File: src/design/rmqs_pkg.sv
// ----------------------------------------------------------------------------
// rmqs_pkg
// Types and constants of the read mismatch-quality summary block.
// ----------------------------------------------------------------------------
package rmqs_pkg;

    localparam int MAX_READ_LEN = 4096;
    localparam int CNT_W        = 13;      // holds 0..MAX_READ_LEN
    localparam int IDX_W        = CNT_W + 1;

    localparam logic [CNT_W-1:0] LEN_MAX = CNT_W'(MAX_READ_LEN);

    // op codes (stream tuser)
    localparam logic [2:0] OP_START    = 3'd0;
    localparam logic [2:0] OP_ALIGNED  = 3'd1;
    localparam logic [2:0] OP_DELETION = 3'd2;
    localparam logic [2:0] OP_INSERT   = 3'd3;
    localparam logic [2:0] OP_SOFTCLIP = 3'd4;
    localparam logic [2:0] OP_END      = 3'd5;

    localparam logic [3:0]  BASE_UNKNOWN = 4'h0;
    localparam logic [3:0]  BASE_N       = 4'hF;
    localparam logic [7:0]  TAIL_QUAL    = 8'd2;
    localparam logic [19:0] SUM_MAX      = 20'hFFFFF;

    typedef struct packed {
        logic [2:0]  op;
        logic [30:0] ref_start;
        logic [12:0] read_length;
        logic        reverse;
        logic [3:0]  read_nt;
        logic [3:0]  ref_nt;
        logic [7:0]  quality;
        logic [27:0] del_length;
        logic        first_of_run;
    } item_t;

    typedef struct packed {
        logic [19:0]        mismatch_quality_sum;
        logic signed [13:0] kept_len;
        logic [12:0]        head_clip;
        logic signed [13:0] end3_bound;
        logic signed [12:0] q2_position;
        logic               aborted;
    } summary_t;

endpackage

File: src/design/rmqs_acc.sv
// ----------------------------------------------------------------------------
// rmqs_acc
// Per-read accounting state; one item applied per cycle, summary is combinational.
// ----------------------------------------------------------------------------
module rmqs_acc (
    input  logic               clk,
    input  logic               rst_n,
    input  logic               item_valid,
    input  rmqs_pkg::item_t    item,
    input  logic [30:0]        ref_length_limit,
    output rmqs_pkg::summary_t summary
);
    import rmqs_pkg::*;

    logic [31:0]             ref_pos_reg,      ref_pos_next;
    logic [CNT_W-1:0]        rd_idx_reg,       rd_idx_next;
    logic [CNT_W-1:0]        base_cnt_reg,     base_cnt_next;
    logic [19:0]             mm_sum_reg,       mm_sum_next;
    logic                    mm_valid_reg,     mm_valid_next;
    logic [CNT_W-1:0]        mm_idx_reg,       mm_idx_next;
    logic [7:0]              mm_qual_reg,      mm_qual_next;
    logic [CNT_W-1:0]        lclip_reg,        lclip_next;
    logic signed [IDX_W-1:0] rclip_edge_reg,   rclip_edge_next;
    logic signed [IDX_W-1:0] unclip_reg,       unclip_next;
    logic                    clip_left_reg,    clip_left_next;
    logic                    still_valid_reg,  still_valid_next;
    logic                    strand_rev_reg,   strand_rev_next;
    logic [CNT_W-1:0]        read_len_reg,     read_len_next;
    logic                    tail_found_reg,   tail_found_next;
    logic [CNT_W-1:0]        tail_idx_reg,     tail_idx_next;

    logic [32:0]             ref_inc;
    logic [32:0]             ref_del;
    logic [31:0]             ref_pos_p1;
    logic [31:0]             ref_pos_pdel;
    logic [20:0]             sum_add;
    logic [19:0]             sum_sat;
    logic                    abort_hit;
    logic                    mismatch;
    logic                    mm_adjacent;
    logic [CNT_W-1:0]        len_clamp;
    logic signed [IDX_W-1:0] q2;
    logic signed [IDX_W-1:0] len_m1;
    logic signed [IDX_W-1:0] lclip_s;
    logic signed [IDX_W-1:0] tpi;

    // saturating adders and compares
    assign ref_inc      = {1'b0, ref_pos_reg} + 33'd1;
    assign ref_pos_p1   = ref_inc[32] ? 32'hFFFF_FFFF : ref_inc[31:0];
    assign ref_del      = {1'b0, ref_pos_reg} + {5'b0, item.del_length};
    assign ref_pos_pdel = ref_del[32] ? 32'hFFFF_FFFF : ref_del[31:0];
    assign sum_add      = {1'b0, mm_sum_reg} + {13'b0, mm_qual_reg};
    assign sum_sat      = sum_add[20] ? SUM_MAX : sum_add[19:0];
    assign abort_hit    = (ref_length_limit != 31'd0) &&
                          (ref_pos_reg > {1'b0, ref_length_limit});
    assign mismatch     = (item.read_nt != item.ref_nt) && (item.ref_nt != BASE_N) &&
                          (item.read_nt != BASE_UNKNOWN);
    assign mm_adjacent  = (({1'b0, mm_idx_reg} + IDX_W'(1)) == {1'b0, rd_idx_reg});
    assign len_clamp    = (item.read_length > LEN_MAX) ? LEN_MAX : item.read_length;

    always_comb
    begin
        ref_pos_next     = ref_pos_reg;
        rd_idx_next      = rd_idx_reg;
        base_cnt_next    = base_cnt_reg;
        mm_sum_next      = mm_sum_reg;
        mm_valid_next    = mm_valid_reg;
        mm_idx_next      = mm_idx_reg;
        mm_qual_next     = mm_qual_reg;
        lclip_next       = lclip_reg;
        rclip_edge_next  = rclip_edge_reg;
        unclip_next      = unclip_reg;
        clip_left_next   = clip_left_reg;
        still_valid_next = still_valid_reg;
        strand_rev_next  = strand_rev_reg;
        read_len_next    = read_len_reg;
        tail_found_next  = tail_found_reg;
        tail_idx_next    = tail_idx_reg;

        if (item_valid)
        begin
            case (item.op)
                OP_START:
                begin
                    ref_pos_next     = {1'b0, item.ref_start};
                    rd_idx_next      = '0;
                    base_cnt_next    = '0;
                    mm_sum_next      = '0;
                    mm_valid_next    = 1'b0;
                    mm_idx_next      = '0;
                    mm_qual_next     = '0;
                    lclip_next       = '0;
                    rclip_edge_next  = $signed({1'b0, len_clamp});
                    unclip_next      = $signed({1'b0, len_clamp});
                    clip_left_next   = 1'b0;
                    still_valid_next = 1'b1;
                    strand_rev_next  = item.reverse;
                    read_len_next    = len_clamp;
                    tail_found_next  = 1'b0;
                    tail_idx_next    = '0;
                end
                OP_DELETION:
                begin
                    if (still_valid_reg)
                    begin
                        ref_pos_next = ref_pos_pdel;
                    end
                end
                OP_ALIGNED, OP_INSERT, OP_SOFTCLIP:
                begin
                    if (base_cnt_reg < LEN_MAX)
                    begin
                        base_cnt_next = base_cnt_reg + CNT_W'(1);
                        // quality-2 tail scan sees every base, even after abort
                        if ((base_cnt_reg < read_len_reg) && (item.quality != TAIL_QUAL))
                        begin
                            if (!strand_rev_reg || !tail_found_reg)
                            begin
                                tail_idx_next = base_cnt_reg;
                            end
                            tail_found_next = 1'b1;
                        end
                        if (still_valid_reg)
                        begin
                            if (item.op == OP_ALIGNED)
                            begin
                                if (abort_hit)
                                begin
                                    still_valid_next = 1'b0;
                                end
                                else
                                begin
                                    if (mismatch)
                                    begin
                                        // adjacent mismatches keep only the run max
                                        if (mm_valid_reg && !mm_adjacent)
                                        begin
                                            mm_sum_next  = sum_sat;
                                            mm_qual_next = item.quality;
                                        end
                                        else if (!mm_valid_reg ||
                                                 (mm_qual_reg < item.quality))
                                        begin
                                            mm_qual_next = item.quality;
                                        end
                                        mm_idx_next   = rd_idx_reg;
                                        mm_valid_next = 1'b1;
                                    end
                                    ref_pos_next = ref_pos_p1;
                                    rd_idx_next  = rd_idx_reg + CNT_W'(1);
                                end
                            end
                            else if (item.op == OP_INSERT)
                            begin
                                rd_idx_next = rd_idx_reg + CNT_W'(1);
                            end
                            else
                            begin
                                if (item.first_of_run)
                                begin
                                    clip_left_next = (rd_idx_reg == '0);
                                end
                                if (clip_left_next)
                                begin
                                    lclip_next = lclip_reg + CNT_W'(1);
                                end
                                else
                                begin
                                    rclip_edge_next = rclip_edge_reg - IDX_W'(1);
                                end
                                rd_idx_next = rd_idx_reg + CNT_W'(1);
                                unclip_next = unclip_reg - IDX_W'(1);
                            end
                        end
                    end
                end
                default:
                begin
                end
            endcase
        end
    end

    always_ff @(posedge clk or negedge rst_n)
    begin
        if (!rst_n)
        begin
            ref_pos_reg     <= '0;
            rd_idx_reg      <= '0;
            base_cnt_reg    <= '0;
            mm_sum_reg      <= '0;
            mm_valid_reg    <= 1'b0;
            mm_idx_reg      <= '0;
            mm_qual_reg     <= '0;
            lclip_reg       <= '0;
            rclip_edge_reg  <= '0;
            unclip_reg      <= '0;
            clip_left_reg   <= 1'b0;
            still_valid_reg <= 1'b1;
            strand_rev_reg  <= 1'b0;
            read_len_reg    <= '0;
            tail_found_reg  <= 1'b0;
            tail_idx_reg    <= '0;
        end
        else
        begin
            ref_pos_reg     <= ref_pos_next;
            rd_idx_reg      <= rd_idx_next;
            base_cnt_reg    <= base_cnt_next;
            mm_sum_reg      <= mm_sum_next;
            mm_valid_reg    <= mm_valid_next;
            mm_idx_reg      <= mm_idx_next;
            mm_qual_reg     <= mm_qual_next;
            lclip_reg       <= lclip_next;
            rclip_edge_reg  <= rclip_edge_next;
            unclip_reg      <= unclip_next;
            clip_left_reg   <= clip_left_next;
            still_valid_reg <= still_valid_next;
            strand_rev_reg  <= strand_rev_next;
            read_len_reg    <= read_len_next;
            tail_found_reg  <= tail_found_next;
            tail_idx_reg    <= tail_idx_next;
        end
    end

    // summary from the current state
    assign q2      = tail_found_reg ? ($signed({1'b0, tail_idx_reg}) - IDX_W'(1))
                                    : -IDX_W'(1);
    assign len_m1  = $signed({1'b0, read_len_reg}) - IDX_W'(1);
    assign lclip_s = $signed({1'b0, lclip_reg});

    always_comb
    begin
        if (strand_rev_reg)
        begin
            tpi = lclip_s;
            if (q2 > tpi)
            begin
                tpi = q2;
            end
        end
        else
        begin
            tpi = len_m1;
            if (rclip_edge_reg < tpi)
            begin
                tpi = rclip_edge_reg;
            end
            if ((q2 != -IDX_W'(1)) && (q2 < tpi))
            begin
                tpi = q2;
            end
        end
    end

    assign summary.mismatch_quality_sum = sum_sat;
    assign summary.kept_len             = unclip_reg;
    assign summary.head_clip            = lclip_reg;
    assign summary.end3_bound           = tpi;
    assign summary.q2_position          = q2[CNT_W-1:0];
    assign summary.aborted              = !still_valid_reg;

endmodule

File: src/design/read_mismatch_quality_summary.sv
// ----------------------------------------------------------------------------
// read_mismatch_quality_summary
// Streams one aligned read, item by item, and emits one quality summary per end word.
// ----------------------------------------------------------------------------
// Throughput is one input word per clock while s_axis_tready is high: every word
// is captured in an input register and applied to the per-read state in the next
// cycle by a single compare-and-add stage. An end word in the input register has
// its summary loaded into the result register, raising m_axis_tvalid, or into the
// skid entry while that one is full. The output side has a result register plus
// one skid entry; s_axis_tready drops while the skid entry is full, or while an
// end word sits in the input register and the result register is full. cfg_wdata
// (reference length limit, 0 = no bounds check) is loaded on any cycle with
// cfg_we high and should only change between reads, with no word in flight.
module read_mismatch_quality_summary (
    input  logic        clk,
    input  logic        rst_n,
    // config
    input  logic        cfg_we,
    input  logic [30:0] cfg_wdata,
    // input stream
    input  logic        s_axis_tvalid,
    output logic        s_axis_tready,
    // tdata: ref_start[30:0], read_length[43:31], reverse[44], read_nt[48:45],
    //        ref_nt[52:49], quality[60:53], del_length[88:61], first_of_run[89],
    //        zero pad[95:90]
    input  logic [95:0] s_axis_tdata,
    // tuser: op[2:0]
    input  logic [2:0]  s_axis_tuser,
    // result stream
    output logic        m_axis_tvalid,
    input  logic        m_axis_tready,
    // tdata: mismatch_quality_sum[19:0], kept_len[33:20], head_clip[46:34],
    //        end3_bound[60:47], q2_position[73:61], aborted[74], zero pad[79:75]
    output logic [79:0] m_axis_tdata
);
    import rmqs_pkg::*;

    logic        limit_reg;
    logic [30:0] limit_val_reg;

    item_t       in_item;
    logic        stage_valid_reg;
    item_t       stage_item_reg;
    logic        stage_end;

    summary_t    summary;
    logic [79:0] summary_word;

    logic        out_valid_reg;
    logic [79:0] out_data_reg;
    logic        skid_valid_reg;
    logic [79:0] skid_data_reg;
    logic        in_take;
    logic        out_take;

    // unpack input word
    assign in_item.op           = s_axis_tuser;
    assign in_item.ref_start    = s_axis_tdata[30:0];
    assign in_item.read_length  = s_axis_tdata[43:31];
    assign in_item.reverse      = s_axis_tdata[44];
    assign in_item.read_nt      = s_axis_tdata[48:45];
    assign in_item.ref_nt       = s_axis_tdata[52:49];
    assign in_item.quality      = s_axis_tdata[60:53];
    assign in_item.del_length   = s_axis_tdata[88:61];
    assign in_item.first_of_run = s_axis_tdata[89];

    assign stage_end = stage_valid_reg && (stage_item_reg.op == OP_END);
    assign in_take   = s_axis_tvalid && s_axis_tready;
    assign out_take  = out_valid_reg && m_axis_tready;

    // Room check: a pending end word in the stage needs either the result
    // register or the skid entry; never accept more than we can hold.
    assign s_axis_tready = !skid_valid_reg && !(stage_end && out_valid_reg);

    // config register; limit_reg only marks that a write has happened
    always_ff @(posedge clk or negedge rst_n)
    begin
        if (!rst_n)
        begin
            limit_reg     <= 1'b0;
            limit_val_reg <= '0;
        end
        else if (cfg_we)
        begin
            limit_reg     <= 1'b1;
            limit_val_reg <= cfg_wdata;
        end
    end

    // input register
    always_ff @(posedge clk or negedge rst_n)
    begin
        if (!rst_n)
        begin
            stage_valid_reg <= 1'b0;
        end
        else
        begin
            stage_valid_reg <= in_take;
        end
    end

    always_ff @(posedge clk)
    begin
        if (in_take)
        begin
            stage_item_reg <= in_item;
        end
    end

    rmqs_acc u_acc (
        .clk              (clk),
        .rst_n            (rst_n),
        .item_valid       (stage_valid_reg),
        .item             (stage_item_reg),
        .ref_length_limit (limit_reg ? limit_val_reg : 31'd0),
        .summary          (summary)
    );

    assign summary_word = {5'b0,
                           summary.aborted,
                           summary.q2_position,
                           summary.end3_bound,
                           summary.head_clip,
                           summary.kept_len,
                           summary.mismatch_quality_sum};

    // result register plus skid entry
    always_ff @(posedge clk or negedge rst_n)
    begin
        if (!rst_n)
        begin
            out_valid_reg  <= 1'b0;
            skid_valid_reg <= 1'b0;
        end
        else if (skid_valid_reg)
        begin
            if (out_take)
            begin
                skid_valid_reg <= 1'b0;
            end
        end
        else if (stage_end)
        begin
            if (out_valid_reg && !out_take)
            begin
                skid_valid_reg <= 1'b1;
            end
            out_valid_reg <= 1'b1;
        end
        else if (out_take)
        begin
            out_valid_reg <= 1'b0;
        end
    end

    always_ff @(posedge clk)
    begin
        if (skid_valid_reg)
        begin
            if (out_take)
            begin
                out_data_reg <= skid_data_reg;
            end
        end
        else if (stage_end)
        begin
            if (out_valid_reg && !out_take)
            begin
                skid_data_reg <= summary_word;
            end
            else
            begin
                out_data_reg <= summary_word;
            end
        end
    end

    assign m_axis_tvalid = out_valid_reg;
    assign m_axis_tdata  = out_data_reg;

endmodule

File: config.mk
export PLATFORM = sky130hd
export DESIGN_NAME = read_mismatch_quality_summary
export DESIGN_NICKNAME = d
export VERILOG_FILES = /design/src/design/rmqs_pkg.sv /design/src/design/rmqs_acc.sv /design/src/design/read_mismatch_quality_summary.sv
export SDC_FILE = /design/constraint.sdc
export NUM_CORES = 1
export LEC_CHECK = 0
export ABC_AREA = 1
export BUFFER_PORTS_ARGS = -buffer_cell sky130_fd_sc_hd__buf_4
export CORE_UTILIZATION = 35
export DETAILED_ROUTE_END_ITERATION = 16
export HOLD_SLACK_MARGIN = 0.05
export SYNTH_ARGS = -nofsm -noshare
export SYNTH_HDL_FRONTEND = slang
export SYNTH_SLANG_ARGS = --single-unit
File: constraint.sdc
create_clock -name clk -period 6.4 [get_ports clk]
set_input_delay 0.32 -clock clk [delete_from_list [all_inputs] [get_ports clk]]
set_output_delay 0.32 -clock clk [all_outputs]
set_load 0.02 [all_outputs]
==> flow_metrics.py, run 1 <==
metrics = {
    "sta": {
        "drv_slew": 0,
        "setup_violations": 0,
        "finClkSkew_ps": 23.9,
        "period_needed_ps": 5440,
        "rsz0062_at_grt": "false",
        "finalCritPeriodShare_pct": 85.0,
        "fin_tns_setup_ps": 0,
        "worst_pin_slew_ps": 1010,
        "hold_violations": 0,
        "maxSlewHeadroom_pct": 32.9,
        "max_freq_mhz": 184,
    },
    "critical_path": {
        "path_buf_inv": 3,
        "cp.required_ps": 6770,
        "crit_top_cell": "nand2_1",
        "worstSetupEndpointType": "flip-flop",
        "path_class": "flip-flop to flip-flop",
        "critPathSlowestCell": "o21ai_0",
        "worstPathArrival_ps": 5810,
        "start_kind": "flip-flop",
        "regToRegStartpoint": "u_acc.read_len_reg[0]$_DFFE_PN0P_",
        "critPathLaunch": "u_acc.read_len_reg[0]$_DFFE_PN0P_",
        "critPathTopFamily": "simple AND/OR/NAND/NOR gates",
        "path_max_fanout": 22,
        "max_stage_delay_ps": 490,
    },
    "global_routing": {
        "grtUsageMet1_pct": 24.1,
        "grt.met2_usage_pct": 31.2,
        "antenna_found_initial": 6,
        "grt_max_degree": 108,
        "use_met3_pct": 3.11,
        "grt_pass1_vias": 19000,
        "top_usage_layer": "met2",
        "overflow": 0,
        "grt_use_total_pct": 18.6,
        "grt_pass1_wl_um": 104000,
    },
    "clock_tree": {
        "post_cts_buffers": 0,
        "cts_max_path_buffers": 3,
        "worstSkewPairLatency_ps": 620,
        "cts_root_buf": "clkbuf_16",
        "cts_buffers": 51,
        "cts_tree": "built",
        "cts_sinks": 449,
        "path_clk_slew_ps": 60,
        "htreeDepth": 2,
    },
    "power": {
        "swShare_pct": 42.3,
        "p_switching_mw": 5.51,
        "power_density_nw_per_um2": 435,
        "clockPowerShare_pct": 23.1,
        "internal_power_mw": 7.51,
        "pwr-share-seq_pct": 33.1,
        "leakage_nw": 13.0,
        "power.total_mw": 13.0,
        "comb_power_share_pct": 43.8,
        "ir_drop_mv": 0.313,
    },
    "yosys": {
        "yosysTopAreaCell": "edfxtp_1",
        "synth_edf_count": 243,
        "yosysSeqAreaShare_pct": 50.9,
        "syn_inst": 2709,
        "yosys_warnings": 0,
        "syn_area_per_cell_um2": 9.02,
        "synth_ff_type": "edfxtp_1",
        "synthesis.area_um2": 24400,
        "synth_area_leaders": "edfxtp_1 (30%), dfrtp_1 (21%), nand2_1 (8.8%)",
        "synth-async-reset-ratio_pct": 45.9,
        "ys_seq_elements": 449,
        "synth_cell_types": 65,
        "synth_top_area_share_pct": 29.8,
    },
    "route": {
        "via_count": 19800,
        "drt.antenna.violating_nets": 0,
        "totalWireLength_um": 66000,
        "wl_per_cell_um": 16.5,
        "via_per_inst": 4.96,
        "drc": 0,
        "initialDrtViolationCount": 1320,
        "drt_pass1_iterations": 7,
    },
    "final_layout": {
        "area_growth_pct": 22.5,
        "nNetsFinal": 3291,
        "fillers": 6729,
        "fin_cells": 3998,
        "fin_area_um2": 30000,
        "utilization_pct": 43.5,
        "largest_reg_flops": 93,
        "drive_above_1_share_pct": 12.9,
    },
    "die": {
        "fp.dieH_um": 266,
        "die_area_um2": 70900,
        "rows": 96,
        "die-width_um": 266,
        "ioPinCount": 217,
        "core_um2": 68800,
        "start_util_pct": 35.5,
    },
    "min_path": {
        "hp-class": "primary input to flip-flop",
        "min_from": "cfg_we",
    },
    "outcome": {
        "status": "finished clean",
    },
    "placed_design": {
        "io_buffers": 205,
        "postPlaceCellArea_um2": 27000,
        "hpwl_um": 47700,
        "place_congestion": 0.903,
        "place_inst": 3776,
    },
    "job": {
        "cap_violations": 0,
    },
}
power groups by stage:
| stage | Sequential [mW] | Combinational [mW] | Clock (mW) |
|---|---|---|---|
| floorplan | 4.17 | 4.38 | 0 |
| global placement | 4.36 | 5.52 | 0 |
| detailed placement | 4.37 | 5.61 | 0 |
| CTS | 4.31 | 5.71 | 3.09 |
| global route | 4.37 | 6.53 | 3.19 |
| finish | 4.31 | 5.71 | 3.01 |
routing by layer:
metal,routed length (µm),vias up
li1,-,9945
met1,29000,9253
met2,31500,504
met3,3420,117
met4,2130,8
met5,48,-
final timing paths:
path / end / slack (ps) / depth (start not counted)
setup / recovery: m_axis_tdata[49]$_DFFE_PP_ / 960 / 30
hold / removal: limit_val_reg[13]$_DFFE_PN0P_ / 120 / 3
setup reg to reg: m_axis_tdata[49]$_DFFE_PP_ / 960 / 30
hold reg to reg: skid_data_reg[36]$_DFFE_PP_ / 450 / 0
max in group asynchronous: limit_val_reg[20]$_DFFE_PN0P_ / 4860 / 3
min in group asynchronous: u_acc.mm_sum_reg[11]$_DFFE_PN0P_ / 390 / 2
cells in the mapped netlist (4+ instances only):
cell type	instances
nor2_1	171
xor2_1	64
a21boi_0	6
o21ai_0	248
clkbuf_1	71
o21ai_1	17
inv_2	9
buf_1	6
nor3_1	44
a221oi_1	4
edfxtp_1	243
a21o_1	7
nand4_1	49
nand3_1	109
o22ai_1	27
nor2_2	5
o211ai_1	16
o21a_1	11
clkinv_1	5
nand3_2	13
a32oi_1	20
a22oi_1	12
nor4_1	26
a31oi_1	19
a21oi_1	173
inv_1	305
nand2_2	27
a211oi_1	9
dfrtp_1	205
ha_1	130
nand2_1	571
or2_2	6
xnor2_1	21
nand2_4	4
buf_2	4
buf_4	7
layout make-up:
| cell class | instances | area, µm² | area share (%) |
|---|---|---|---|
| Sequential cell | 449 | 12500 | 41.6 |
| Multi-Input combinational cell | 1853 | 10400 | 34.8 |
| Timing Repair Buffer | 350 | 2960 | 9.89 |
| Clock buffer | 63 | 1380 | 4.62 |
| Inverter | 319 | 1200 | 4.00 |
| Tap cell | 931 | 1160 | 3.89 |
| Clock inverter | 32 | 349 | 1.17 |
| Antenna cell | 1 | 2.50 | 0.00835 |
cell usage in the layout, fill, tap and decap left out, types with 11 or more instances in the layout:
master	instances
ha_1	130
nand2_2	28
o22ai_1	27
inv_1	305
dlygate4sd3_1	126
a31oi_1	19
dfrtp_1	204
nor3_1	43
buf_4	222
nand3_1	109
nand4_1	49
a22oi_1	12
edfxtp_1	243
o21ai_0	248
a21oi_1	173
a32oi_1	20
o211ai_1	16
nand3_2	13
clkbuf_16	52
nand2_1	570
xnor2_1	21
o21ai_1	17
nor4_1	26
xor2_1	64
clkinv_2	13
nor2_1	166
o21a_1	11
worst register-to-register path, delay by kind of cell (launching register included):
kind                       cells  cell delay, ps
adders and majority gates      3             880
DFF                            1             440
AOI/OAI and AO/OA              4            1040
and+or+nand+nor               20            2400
buffers and inverters          3             470
through the flow:
| step | hold WS (ps) | worst slack [ps] |
|---|---|---|
| finish | 119 | 958 |
| global route | 118 | 459 |
| CTS | 83.5 | 1010 |
| detailed placement | 431 | 1020 |
| global placement | 425 | 1140 |
| floorplan | 24.4 | 1170 |
cells by family (layout without fill, tap and decap cells):
group / count (synthesis) / in the layout / share of synthesized area (%)
adder cells (fa/ha/maj): 132 / 132 / 6.82
AND/OR/NAND/NOR: 1043 / 1043 / 19.0
other: 1 / 6 / 0.0153
AO/OA/AOI/OAI: 588 / 588 / 13.6
XOR/XNOR: 85 / 85 / 3.05
flip-flops: 449 / 449 / 50.9
buffers and inverters: 411 / 764 / 6.56
timing repair:
action | 4_1_cts | 5_1_grt
hold buffers | 126 | 0
hold endpoints to repair | 231 | 0
gates resized for setup | 0 | 0
Note: power is estimated with default switching activity, not from simulation.
==> inputs of run 2 (changes only) <==
- BUFFER_PORTS_ARGS: -buffer_cell sky130_fd_sc_hd__buf_4 -> -buffer_cell sky130_fd_sc_hd__clkbuf_2
- PLACE_DENSITY_LB_ADDON: not set -> 0.1
==> flow_metrics.py, run 2 (same netlist as run 1, synthesis figures left out) <==
metrics = {
    "outcome": {
        "status": "finished clean",
    },
    "critical_path": {
        "r2r_setup_slack_ps": 720,
        "cp.required_ps": 6780,
        "critPathLaunch": "u_acc.read_len_reg[0]$_DFFE_PN0P_",
        "crit_top_cell": "nand2_1",
        "regToRegStartpoint": "u_acc.read_len_reg[0]$_DFFE_PN0P_",
        "path_class": "flip-flop to flip-flop",
        "reg2reg_depth": 30,
        "worstPathArrival_ps": 6060,
        "max_stage_delay_ps": 580,
        "start_kind": "flip-flop",
        "worstSetupEndpointType": "flip-flop",
        "critPathSlowestCell": "o21ai_0",
        "r2r-end": "m_axis_tdata[51]$_DFFE_PP_",
        "path_max_fanout": 22,
    },
    "power": {
        "comb_power_share_pct": 44.2,
        "clockPowerShare_pct": 22.9,
        "swShare_pct": 43.1,
        "pwr-share-seq_pct": 32.8,
        "internal_power_mw": 7.51,
        "ir_drop_mv": 0.240,
        "leakage_nw": 12.9,
        "p_switching_mw": 5.69,
        "power_density_nw_per_um2": 448,
    },
    "route": {
        "via_per_inst": 4.96,
        "drt_pass1_iterations": 5,
        "initialDrtViolationCount": 1110,
        "wl_per_cell_um": 17.6,
        "via_count": 19900,
        "totalWireLength_um": 70700,
        "drc": 0,
        "drt.antenna.violating_nets": 0,
    },
    "die": {
        "core_um2": 68800,
        "start_util_pct": 35.5,
        "fp.dieH_um": 266,
        "ioPinCount": 217,
        "die_area_um2": 70900,
        "die-width_um": 266,
        "rows": 96,
    },
    "sta": {
        "finClkSkew_ps": 34.1,
        "rsz0062_at_grt": "false",
        "maxSlewHeadroom_pct": 35.8,
        "whs_ps": 262,
        "hold_violations": 0,
        "worst_pin_slew_ps": 961,
        "drv_slew": 0,
        "fin_tns_setup_ps": 0,
        "setup_violations": 0,
        "period_needed_ps": 5680,
        "max_freq_mhz": 176,
        "setup_slack_ps": 722,
        "finalCritPeriodShare_pct": 88.7,
    },
    "final_layout": {
        "drive_above_1_share_pct": 12.7,
        "utilization_pct": 42.8,
        "nNetsFinal": 3298,
        "num_antenna_cells": 0,
        "layout_commonest_cell": "nand2_1",
        "fin_cells": 4007,
        "area_growth_pct": 20.6,
        "final_cell_mix": "nand2_1 (570), inv_1 (305), o21ai_0 (248)",
        "largest_reg_flops": 93,
    },
    "min_path": {
        "hp-class": "primary input to async pin",
    },
    "clock_tree": {
        "path_clk_slew_ps": 60,
        "worstSkewPairLatency_ps": 630,
        "cts_sinks": 449,
        "cts_root_buf": "clkbuf_16",
        "cts_buffers": 53,
        "ctsHoldBuffers": 126,
        "cts_max_path_buffers": 3,
        "ctsResizeCount": 0,
        "post_cts_buffers": 0,
        "htreeDepth": 2,
        "cts_tree": "built",
    },
    "placed_design": {
        "io_buffers": 205,
        "place_inst": 3781,
        "place_congestion": 0.858,
        "hpwl_um": 52100,
        "post-place-ws_ps": 750,
    },
    "global_routing": {
        "grt_pass1_vias": 19700,
        "grt_use_total_pct": 20.0,
        "grt_max_degree": 145,
        "grt_pass1_wl_um": 111000,
        "antenna_found_initial": 4,
        "overflow": 0,
    },
    "job": {
        "cap_violations": 0,
    },
}
[run 2: changes by cell type in the layout (fill, tap and decap cells not counted), sizes merged]
| cell | change |
|---|---|
| buf | -199 |
| clkinv | -3 |
| diode | -1 |
| clkbuf | +217 |
| clkinvlp | -5 |
[run 2: power by group through the flow]
stage                     combinational (mW)  sequential (mW)  clock, mW
after floorplan                         4.38             4.17          0
after global placement                  5.64             4.39          0
after detailed placement                5.77             4.40          0
after CTS                               5.86             4.34       3.13
after global routing                    6.62             4.39       3.24
final                                   5.84             4.34       3.03
[run 2: how the worst max path moves through the flow]
stage | end | slack, ps
after global placement | m_axis_tdata[51]$_DFFE_PP_ | 810
after detailed placement | m_axis_tdata[51]$_DFFE_PP_ | 750
final | m_axis_tdata[51]$_DFFE_PP_ | 720
after global routing | m_axis_tdata[60]$_DFFE_PP_ | 310
after floorplan | stage_item_reg[0]$_DFFE_PP_ | 1170
after CTS | m_axis_tdata[51]$_DFFE_PP_ | 740
[run 2: through the flow]
stage	power [mW]	area, µm²
finish	13.2	29500
global route	14.3	29500
CTS	13.3	29500
detailed placement	10.2	26500
global placement	10.0	26500
floorplan	8.55	24500
[run 2: metal layers]
metal | wire, µm | part of all wire [%] | global-route usage [%] | vias to the layer above
li1 | - | - | - | 9944
met1 | 31200 | 44 | 25.5 | 9426
met2 | 34700 | 49 | 34.9 | 396
met3 | 2780 | 3.9 | 2.52 | 108
met4 | 1920 | 2.7 | 6.38 | 4
met5 | 27 | 0.038 | 0 | -
[run 2: worst max-delay path, delay by kind of cell, from the launching register on]
kind                     cells  cell delay (ps)
AO/OA/AOI/OAI                4             1220
adder cells (fa/ha/maj)      3              890
buffers and inverters        3              470
flip-flops                   1              430
AND/OR/NAND/NOR             20             2420
[run 2: area by class of cell]
type | instances | area (µm²)
Clock buffer | 76 | 1440
Clock inverter | 24 | 295
Fill cell | 6828 | 39300
Inverter | 319 | 1200
Multi-Input combinational cell | 1853 | 10400
Sequential cell | 449 | 12500
Tap cell | 931 | 1160
Timing Repair Buffer | 355 | 2490
